**src/rtl/core/rrl_pkg.sv**
```systemverilog
// shared types and constants for the request rate limiter
package rrl_pkg;

    localparam int TS_W          = 31;
    localparam int MAXREQ_W      = 7;
    localparam int LOG_DEPTH_DEF = 64;
    localparam int APB_ADDR_W    = 4;
    localparam int APB_DATA_W    = 32;
    localparam int REG_IDX_W     = 2;

    localparam logic [REG_IDX_W-1:0] REG_MODE    = 2'd0;
    localparam logic [REG_IDX_W-1:0] REG_MAXREQ  = 2'd1;
    localparam logic [REG_IDX_W-1:0] REG_WIN_LEN = 2'd2;

    localparam logic MODE_FIXED   = 1'b0;
    localparam logic MODE_SLIDING = 1'b1;

    typedef enum logic [2:0] {
        ST_IDLE,
        ST_DIV,
        ST_FIX,
        ST_POP_RD,
        ST_POP_CHK,
        ST_LOG,
        ST_DONE
    } t_state;

    typedef struct packed {
        logic load;
        logic div_step;
        logic fix_upd;
        logic pop;
        logic log_upd;
        logic out_load;
    } t_cmd;

    typedef struct packed {
        logic mode;
        logic div_last;
        logic fill_zero;
        logic pop_ok;
        logic out_free;
    } t_stat;

endpackage

```
**src/rtl/core/request_rate_limiter_core.sv**
```systemverilog
// fixed window mode: the timestamp is loaded, divided by the window length in the 31-step
// divider and counted in the window counter; the result enters the output register once it is free
// sliding log mode: expired head entries are read and popped one at a time, an allowed request
// is logged, then the result enters the output register once it is free
// one request in flight; the next is taken the cycle after its result enters the output register
// synchronous active-low reset clears control, registers and log pointers; log memory is not cleared
module request_rate_limiter_core
    import rrl_pkg::*;
#(
    parameter int LOG_DEPTH = LOG_DEPTH_DEF
) (
    input  logic                  i_clk,
    input  logic                  i_rst_n,
    input  logic                  i_valid,
    output logic                  o_stall,
    input  logic [TS_W-1:0]       i_timestamp,
    output logic                  o_valid,
    input  logic                  i_stall,
    output logic                  o_allowed,
    input  logic                  psel,
    input  logic                  penable,
    input  logic                  pwrite,
    input  logic [APB_ADDR_W-1:0] paddr,
    input  logic [APB_DATA_W-1:0] pwdata,
    output logic [APB_DATA_W-1:0] prdata,
    output logic                  pready
);

    logic                 r_mode;
    logic [MAXREQ_W-1:0]  r_max_req;
    logic [TS_W-1:0]      r_win_len;
    logic                 w_cfg_wr;
    logic [REG_IDX_W-1:0] w_reg_idx;
    t_cmd                 w_cmd;
    t_stat                w_stat;

    assign pready    = 1'b1;
    assign w_reg_idx = paddr[REG_IDX_W+1:2];
    assign w_cfg_wr  = psel && penable && pwrite && pready;

    always_ff @(posedge i_clk) begin
        if (!i_rst_n) begin
            r_mode    <= MODE_FIXED;
            r_max_req <= '0;
            r_win_len <= TS_W'(1);
        end else if (w_cfg_wr) begin
            case (w_reg_idx)
                REG_MODE:    r_mode    <= pwdata[0];
                REG_MAXREQ:  r_max_req <= pwdata[MAXREQ_W-1:0];
                REG_WIN_LEN: r_win_len <= pwdata[TS_W-1:0];
                default:     ;
            endcase
        end
    end

    always_comb begin
        case (w_reg_idx)
            REG_MODE:    prdata = APB_DATA_W'(r_mode);
            REG_MAXREQ:  prdata = APB_DATA_W'(r_max_req);
            REG_WIN_LEN: prdata = APB_DATA_W'(r_win_len);
            default:     prdata = '0;
        endcase
    end

    rrl_ctrl u_ctrl (
        .i_clk   (i_clk),
        .i_rst_n (i_rst_n),
        .i_valid (i_valid),
        .o_stall (o_stall),
        .i_stat  (w_stat),
        .o_cmd   (w_cmd)
    );

    rrl_dp #(
        .LOG_DEPTH (LOG_DEPTH)
    ) u_dp (
        .i_clk           (i_clk),
        .i_rst_n         (i_rst_n),
        .i_cmd           (w_cmd),
        .o_stat          (w_stat),
        .i_mode          (r_mode),
        .i_max_requests  (r_max_req),
        .i_window_length (r_win_len),
        .i_timestamp     (i_timestamp),
        .i_stall         (i_stall),
        .o_valid         (o_valid),
        .o_allowed       (o_allowed)
    );

    // a taken request blocks the input until its result is stored
    a_busy_after_accept: assert property (@(posedge i_clk) disable iff (!i_rst_n)
        (i_valid && !o_stall) |=> o_stall)
        else $error("input not stalled after accepting a transaction");

    a_no_pop_empty: assert property (@(posedge i_clk) disable iff (!i_rst_n)
        w_cmd.pop |-> !w_stat.fill_zero)
        else $error("pop issued on an empty log");

    a_no_result_overwrite: assert property (@(posedge i_clk) disable iff (!i_rst_n)
        w_cmd.out_load |-> w_stat.out_free)
        else $error("result loaded over an untaken result");

    a_result_after_done: assert property (@(posedge i_clk) disable iff (!i_rst_n)
        w_cmd.out_load |=> o_valid && !o_stall)
        else $error("loaded result not presented");

endmodule

```
**src/rtl/core/rrl_div.sv**
```systemverilog
// restoring divider, one quotient bit per cycle while i_step is high
module rrl_div
    import rrl_pkg::*;
(
    input  logic            i_clk,
    input  logic            i_rst_n,
    input  logic            i_start,
    input  logic            i_step,
    input  logic [TS_W-1:0] i_dividend,
    input  logic [TS_W-1:0] i_divisor,
    output logic            o_last,
    output logic [TS_W-1:0] o_quotient
);

    localparam int CNT_W = $clog2(TS_W);

    logic [TS_W-1:0]  r_rem;
    logic [TS_W-1:0]  r_quo;
    logic [CNT_W-1:0] r_cnt;
    logic [TS_W+1:0]  w_trial;

    // partial remainder stays below the divisor, so two guard bits suffice
    assign w_trial = {1'b0, r_rem, r_quo[TS_W-1]} - {2'b00, i_divisor};

    always_ff @(posedge i_clk) begin
        if (!i_rst_n) begin
            r_cnt <= '0;
        end else if (i_start) begin
            r_cnt <= '0;
        end else if (i_step) begin
            r_cnt <= r_cnt + CNT_W'(1);
        end
    end

    always_ff @(posedge i_clk) begin
        if (i_start) begin
            r_rem <= '0;
            r_quo <= i_dividend;
        end else if (i_step) begin
            if (!w_trial[TS_W+1]) begin
                r_rem <= w_trial[TS_W-1:0];
            end else begin
                r_rem <= {r_rem[TS_W-2:0], r_quo[TS_W-1]};
            end
            r_quo <= {r_quo[TS_W-2:0], ~w_trial[TS_W+1]};
        end
    end

    assign o_last     = (r_cnt == CNT_W'(TS_W - 1));
    assign o_quotient = r_quo;

endmodule

```
**src/rtl/core/rrl_dp.sv**
```systemverilog
// limiter datapath: divider, window counter, timestamp log, result register
module rrl_dp
    import rrl_pkg::*;
#(
    parameter int LOG_DEPTH = LOG_DEPTH_DEF
) (
    input  logic                i_clk,
    input  logic                i_rst_n,
    input  t_cmd                i_cmd,
    output t_stat               o_stat,
    input  logic                i_mode,
    input  logic [MAXREQ_W-1:0] i_max_requests,
    input  logic [TS_W-1:0]     i_window_length,
    input  logic [TS_W-1:0]     i_timestamp,
    input  logic                i_stall,
    output logic                o_valid,
    output logic                o_allowed
);

    localparam int PTR_W  = (LOG_DEPTH > 1) ? $clog2(LOG_DEPTH) : 1;
    localparam int FILL_W = $clog2(LOG_DEPTH + 1);
    localparam int CMP_W  = (FILL_W > MAXREQ_W) ? FILL_W : MAXREQ_W;

    logic [TS_W-1:0]     r_ts;
    logic [TS_W-1:0]     w_len;
    logic [TS_W-1:0]     w_quo;
    logic                w_div_last;

    logic [TS_W-1:0]     r_win_idx;
    logic [MAXREQ_W-1:0] r_win_cnt;
    logic [MAXREQ_W-1:0] w_cnt_base;
    logic                w_fix_ok;

    logic [TS_W-1:0]     r_log [LOG_DEPTH];
    logic [TS_W-1:0]     r_rd;
    logic [PTR_W-1:0]    r_head;
    logic [PTR_W-1:0]    r_tail;
    logic [FILL_W-1:0]   r_fill;
    logic [CMP_W-1:0]    w_limit;
    logic                w_log_ok;

    logic                r_allowed;
    logic                r_out_valid;
    logic                r_out_allowed;

    function automatic logic [PTR_W-1:0] next_ptr(input logic [PTR_W-1:0] p);
        return (p == PTR_W'(LOG_DEPTH - 1)) ? '0 : p + PTR_W'(1);
    endfunction

    assign w_len = (i_window_length == '0) ? TS_W'(1) : i_window_length;

    rrl_div u_div (
        .i_clk      (i_clk),
        .i_rst_n    (i_rst_n),
        .i_start    (i_cmd.load),
        .i_step     (i_cmd.div_step),
        .i_dividend (i_timestamp),
        .i_divisor  (w_len),
        .o_last     (w_div_last),
        .o_quotient (w_quo)
    );

    always_ff @(posedge i_clk) begin
        if (i_cmd.load) begin
            r_ts <= i_timestamp;
        end
    end

    // fixed window: a new index restarts the count
    assign w_cnt_base = (w_quo != r_win_idx) ? '0 : r_win_cnt;
    assign w_fix_ok   = (w_cnt_base < i_max_requests);

    always_ff @(posedge i_clk) begin
        if (!i_rst_n) begin
            r_win_idx <= '0;
            r_win_cnt <= '0;
        end else if (i_cmd.fix_upd) begin
            r_win_idx <= w_quo;
            r_win_cnt <= w_fix_ok ? w_cnt_base + MAXREQ_W'(1) : w_cnt_base;
        end
    end

    // sliding log: limit saturates at the log depth
    assign w_limit  = (CMP_W'(i_max_requests) > CMP_W'(LOG_DEPTH)) ?
                      CMP_W'(LOG_DEPTH) : CMP_W'(i_max_requests);
    assign w_log_ok = (CMP_W'(r_fill) < w_limit);

    always_ff @(posedge i_clk) begin
        if (i_cmd.log_upd && w_log_ok) begin
            r_log[r_tail] <= r_ts;
        end
        r_rd <= r_log[r_head];
    end

    always_ff @(posedge i_clk) begin
        if (!i_rst_n) begin
            r_head <= '0;
            r_tail <= '0;
            r_fill <= '0;
        end else if (i_cmd.pop) begin
            r_head <= next_ptr(r_head);
            r_fill <= r_fill - FILL_W'(1);
        end else if (i_cmd.log_upd && w_log_ok) begin
            r_tail <= next_ptr(r_tail);
            r_fill <= r_fill + FILL_W'(1);
        end
    end

    always_ff @(posedge i_clk) begin
        if (i_cmd.fix_upd) begin
            r_allowed <= w_fix_ok;
        end else if (i_cmd.log_upd) begin
            r_allowed <= w_log_ok;
        end
    end

    always_ff @(posedge i_clk) begin
        if (!i_rst_n) begin
            r_out_valid <= 1'b0;
        end else if (i_cmd.out_load) begin
            r_out_valid <= 1'b1;
        end else if (!i_stall) begin
            r_out_valid <= 1'b0;
        end
    end

    always_ff @(posedge i_clk) begin
        if (i_cmd.out_load) begin
            r_out_allowed <= r_allowed;
        end
    end

    assign o_valid   = r_out_valid;
    assign o_allowed = r_out_allowed;

    always_comb begin
        o_stat.mode      = i_mode;
        o_stat.div_last  = w_div_last;
        o_stat.fill_zero = (r_fill == '0);
        // oldest + len - 1 < ts, taken one bit wider so it never wraps
        o_stat.pop_ok    = (({1'b0, r_rd} + {1'b0, w_len}) <= {1'b0, r_ts});
        o_stat.out_free  = !r_out_valid || !i_stall;
    end

endmodule

```
**src/rtl/core/rrl_ctrl.sv**
```systemverilog
// limiter controller state machine
module rrl_ctrl
    import rrl_pkg::*;
(
    input  logic  i_clk,
    input  logic  i_rst_n,
    input  logic  i_valid,
    output logic  o_stall,
    input  t_stat i_stat,
    output t_cmd  o_cmd
);

    t_state r_state;
    t_state n_state;

    always_ff @(posedge i_clk) begin
        if (!i_rst_n) begin
            r_state <= ST_IDLE;
        end else begin
            r_state <= n_state;
        end
    end

    always_comb begin
        n_state = r_state;
        o_cmd   = '0;
        case (r_state)
            ST_IDLE: begin
                if (i_valid) begin
                    o_cmd.load = 1'b1;
                    n_state    = (i_stat.mode == MODE_SLIDING) ? ST_POP_RD : ST_DIV;
                end
            end
            ST_DIV: begin
                o_cmd.div_step = 1'b1;
                if (i_stat.div_last) begin
                    n_state = ST_FIX;
                end
            end
            ST_FIX: begin
                o_cmd.fix_upd = 1'b1;
                n_state       = ST_DONE;
            end
            ST_POP_RD: begin
                // head entry is read this cycle, compared next
                n_state = i_stat.fill_zero ? ST_LOG : ST_POP_CHK;
            end
            ST_POP_CHK: begin
                if (i_stat.pop_ok) begin
                    o_cmd.pop = 1'b1;
                    n_state   = ST_POP_RD;
                end else begin
                    n_state = ST_LOG;
                end
            end
            ST_LOG: begin
                o_cmd.log_upd = 1'b1;
                n_state       = ST_DONE;
            end
            ST_DONE: begin
                if (i_stat.out_free) begin
                    o_cmd.out_load = 1'b1;
                    n_state        = ST_IDLE;
                end
            end
            default: begin
                n_state = ST_IDLE;
            end
        endcase
    end

    assign o_stall = (r_state != ST_IDLE);

endmodule

```
**config.mk**
```make
export PLATFORM = sky130hd
export DESIGN_NAME = request_rate_limiter_core
export DESIGN_NICKNAME = d
export VERILOG_FILES = /design/src/rtl/core/rrl_pkg.sv /design/src/rtl/core/request_rate_limiter_core.sv /design/src/rtl/core/rrl_div.sv /design/src/rtl/core/rrl_dp.sv /design/src/rtl/core/rrl_ctrl.sv
export SDC_FILE = /design/constraint.sdc
export NUM_CORES = 2
export LEC_CHECK = 0
export BUFFER_PORTS_ARGS = -buffer_cell sky130_fd_sc_hd__buf_2
export CORE_UTILIZATION = 35
export DETAILED_ROUTE_END_ITERATION = 8
export PLACE_DENSITY = 0.51
export SLEW_MARGIN = 20
export SYNTH_ARGS = -nofsm -noshare
export SYNTH_HDL_FRONTEND = slang
export SYNTH_SLANG_ARGS = --single-unit
```
**constraint.sdc**
```tcl
create_clock -name i_clk -period 7.5 [get_ports i_clk]
set_clock_uncertainty 0.2 [all_clocks]
set_input_delay 1.125 -clock i_clk [delete_from_list [all_inputs] [get_ports i_clk]]
set_output_delay 1.125 -clock i_clk [all_outputs]
set_load 0.03 [all_outputs]
```
==> impl_results.md <==
* WS Path Type: flip-flop to flip-flop
* Initial Util at 35.3%
* Worst Setup Start Kind: flip-flop
* Number of synthesized flops with an enable pin at a little over 2000
* Die width at approximately 510 µm
* Gpl congestion at between 0.8 and 0.9
* Commonest cells post-synth: 2048 x edfxtp_1, 651 x mux4_2, 327 x nand2_1, 176 x clkbuf_1, 167 x dfxtp_1
* I/O pins at 110
* Initial antenna violation count at 22
* Max stage delay on crit path at 450 ps
* Slew HR at 21.1%
* Syn_area_per_cell at 19.7 µm²
* Area Growth Syn to Fin at 14.8%
* Final wirelength at 227000 µm
* Vias in the first global route at about 45000
* XOR/XNOR share of the synthesized area at less than 1%
* RSZ-0062 raised after global routing: no
* Most used DFF post-synth: edfxtp_1
* Fin. max-slew vios at 0
* Sequential Power Share at 49.4%
* Switching Fraction at 24.8%
* Adder-Cell Fraction of Synth Area at about 1.7%
* Setup WS pre-CTS at about 330 ps
* Post-Syn Area at 89000 µm²
* Largest family of logic cells by synthesized area: multiplexers
* Vias per inst at 5.28
* Crit path capture type: flip-flop
* CTS Buffer Depth at 3
* Leading area contributor after synthesis: edfxtp_1
* Die Y at 506 µm
* Core area at 252000 µm²
* Status: finished, final reports clean
* Simple-gate area share of the yosys netlist at 3.53%
* Max Fclk at 142 MHz
* Vias post-DR at 43918
* Hold buffer count at CTS at 0
* Most frequent cell after synthesis: edfxtp_1
* Top post-synthesis cells by area: edfxtp_1 69%, mux4_2 16%, dfxtp_1 3.8%
* Synthesized Nets at 4705
* Post-synthesis compound-gate area fraction at 2.48%
* Number of DRC markers in iteration 0 at between 3000 and 4000
* Global-route usage over all layers at 17.7%
* P per Cell Area at between 200 and 300 nW/µm²
* CP max FO at 5
* Number of routed nets with antenna violations at 0
* Gate Count Post-Synth at 4513
* Post-synthesis sequential area ratio at 72.9%
* Clock power frac at approximately two fifths
* Final count of negative-setup-slack endpoints at 0
* Final hold violation count at 0
* PnR worst setup slack at 466 ps
* Internal Power at 22.2 mW
* DR WL/cell at 27.3 µm
* Max_cap viols at 0
* Layout cells sized above 1 at 27.0%
* Final #Nets at 4956
* Synth top area share at 69.1%
* H-tree depth at 4
* Global-route wire length before repair at 327000 µm
* Crit-path slowest cell: a2111oi_4
* Multiplexer share of the synthesized area at 16.9%
* TritonCTS clock tree: built
* Clock Sinks at 2215
* Setup TNS at 0 ps
* Skew-Pair Late Insertion Delay at around 850 ps
* Site row count at approximately 180
* Period utilization at 93.8%
* Leak at 31.8 nW
* Most used cell, CP: a21oi_1
* Die area at about 260000 µm²
* Peak VDD IR at 0.183 mV
* Crit path time final at 7030 ps
* Drt first pass iters at 5
* Req. time, crit path at 8000 ps
* Synth warn at 0
* Net switching power at 7.32 mW
* Pin count of the biggest net entering global routing at 118
* Slew @ Worst Pin at around 1200 ps
* Port buffer count at 104
* Comb pwr share at between 10 and 15%
* Clk slew on worst S/H paths at 60 ps
* Grt ovf at 0
* Worst path arrival time at 7530 ps
* Fillers at 22312
* FF+latch count, synth at 2215
* Clk root buf: clkbuf_16
* DPL Wire Length at approximately 130000 µm
* Hold crit path type: flip-flop to flip-flop
* Post-synth cell types at 84
* Total CTS buffers at approximately 230
* Ys async rst share at 0%
* DRC Markers at 0
cells by family (layout without fill, tap and decap cells):
family | after synthesis | in the layout
buffers and inverters | 352 | 797
DFF | 2215 | 2215
muxes | 690 | 690
AOI/OAI and AO/OA | 349 | 349
other | 2 | 8
xor gates and xnor gates | 91 | 91
and+or+nand+nor | 696 | 696
adders and majority gates | 118 | 118
metrics by stage:
step | utilization, % | power (mW) | cells | area [µm²] | hold slack, ps
6_report | 40.5 | 29.6 | 8312 | 102000 | 262
5_1_grt | 40.5 | 30.7 | 8307 | 102000 | 218
4_1_cts | 40.5 | 29.9 | 8300 | 102000 | 191
3_5_place_dp | 37.5 | 18.6 | 7875 | 94500 | 247
3_3_place_gp | 37.5 | 18.5 | 7874 | 94500 | 243
2_1_floorplan | - | 17.3 | 4513 | 89000 | 200
final cells by class:
type,count,area (µm²),share of cell area [%]
sequential,2215,64900,63.5
multi-input combinational,1946,23200,22.7
tap,3348,4190,4.10
inverter,101,379,0.371
clock inverter,136,1320,1.29
clock buffer,289,6110,5.98
antenna,6,15.0,0.0147
timing repair buffer,271,2040,2.00
state kept, by name (all words and copies together), names as in the netlist:
register               count
u_dp.r_log              1984
r_win_len                 31
u_dp.r_rd                 31
u_dp.r_ts                 31
u_dp.r_win_idx            31
u_dp.u_div.o_quotient     31
u_dp.u_div.r_rem          31
r_max_req                  7
u_dp.r_fill                7
u_dp.r_win_cnt             7
u_dp.r_head                6
u_dp.r_tail                6
u_dp.u_div.r_cnt           5
u_ctrl.r_state             3
r_mode                     1
u_dp.o_allowed             1
u_dp.o_valid               1
u_dp.r_allowed             1
power by group through the flow:
stage | sequential [mW] | combinational [mW] | clock, mW
finish | 14.6 | 3.65 | 11.3
global route | 14.6 | 4.01 | 12.0
CTS | 14.6 | 3.70 | 11.6
detailed placement | 14.9 | 3.69 | 0
global placement | 14.9 | 3.63 | 0
floorplan | 15.1 | 2.23 | 0
cell usage in the layout, fill, tap and decap left out, types with 18 or more instances in the layout:
cell / instances
a21o_1: 29
a21oi_1: 138
and2_1: 35
buf_12: 18
buf_2: 104
buf_4: 147
bufinv_16: 24
clkbuf_1: 50
clkbuf_16: 234
clkinv_1: 52
clkinv_2: 46
dfxtp_1: 161
edfxtp_1: 2048
ha_1: 115
inv_1: 99
mux2i_1: 39
mux4_2: 651
nand2_1: 327
nand3_1: 28
nand4_1: 29
nor2_1: 93
nor2_4: 64
nor3_1: 20
o21ai_0: 63
xnor2_1: 50
xor2_1: 41
worst paths after layout:
check | start | end | slack [ps] | cells past startpoint
worst max-delay path | r_win_len[18]$_SDFFE_PN0P_ | u_dp.r_fill[6]$_SDFFE_PN0P_ | 470 | 30
worst min register to register | u_dp.u_div.r_rem[30]$_SDFFE_PP0P_ | u_dp.u_div.r_rem[30]$_SDFFE_PP0P_ | 260 | 2
worst max register to register | r_win_len[18]$_SDFFE_PN0P_ | u_dp.r_fill[6]$_SDFFE_PN0P_ | 470 | 30
worst min-delay path | u_dp.u_div.r_rem[30]$_SDFFE_PP0P_ | u_dp.u_div.r_rem[30]$_SDFFE_PP0P_ | 260 | 2
critical path: cells and delay by family, from the launching register on:
kind | cells | cell delay, ps
AOI/OAI and AO/OA | 17 | 3450
adders and majority gates | 4 | 1070
buffers and inverters | 3 | 410
DFF | 1 | 310
and+or+nand+nor | 6 | 1410
routing by layer:
| layer | part of all wire [%] | global-route usage [%] | vias to the layer above |
|---|---|---|---|
| met2 | 49 | 29.1 | 1118 |
| li1 | - | - | 18903 |
| met4 | 2.5 | 4.89 | 4 |
| met5 | 0.015 | 0 | - |
| met1 | 43 | 24.2 | 23579 |
| met3 | 5.5 | 3.14 | 314 |
timing repair:
item	CTS	global route
setup buffers	0	1
resized for setup	0	5
setup endpoints to repair	0	2
(Power assumes the default switching activity.)
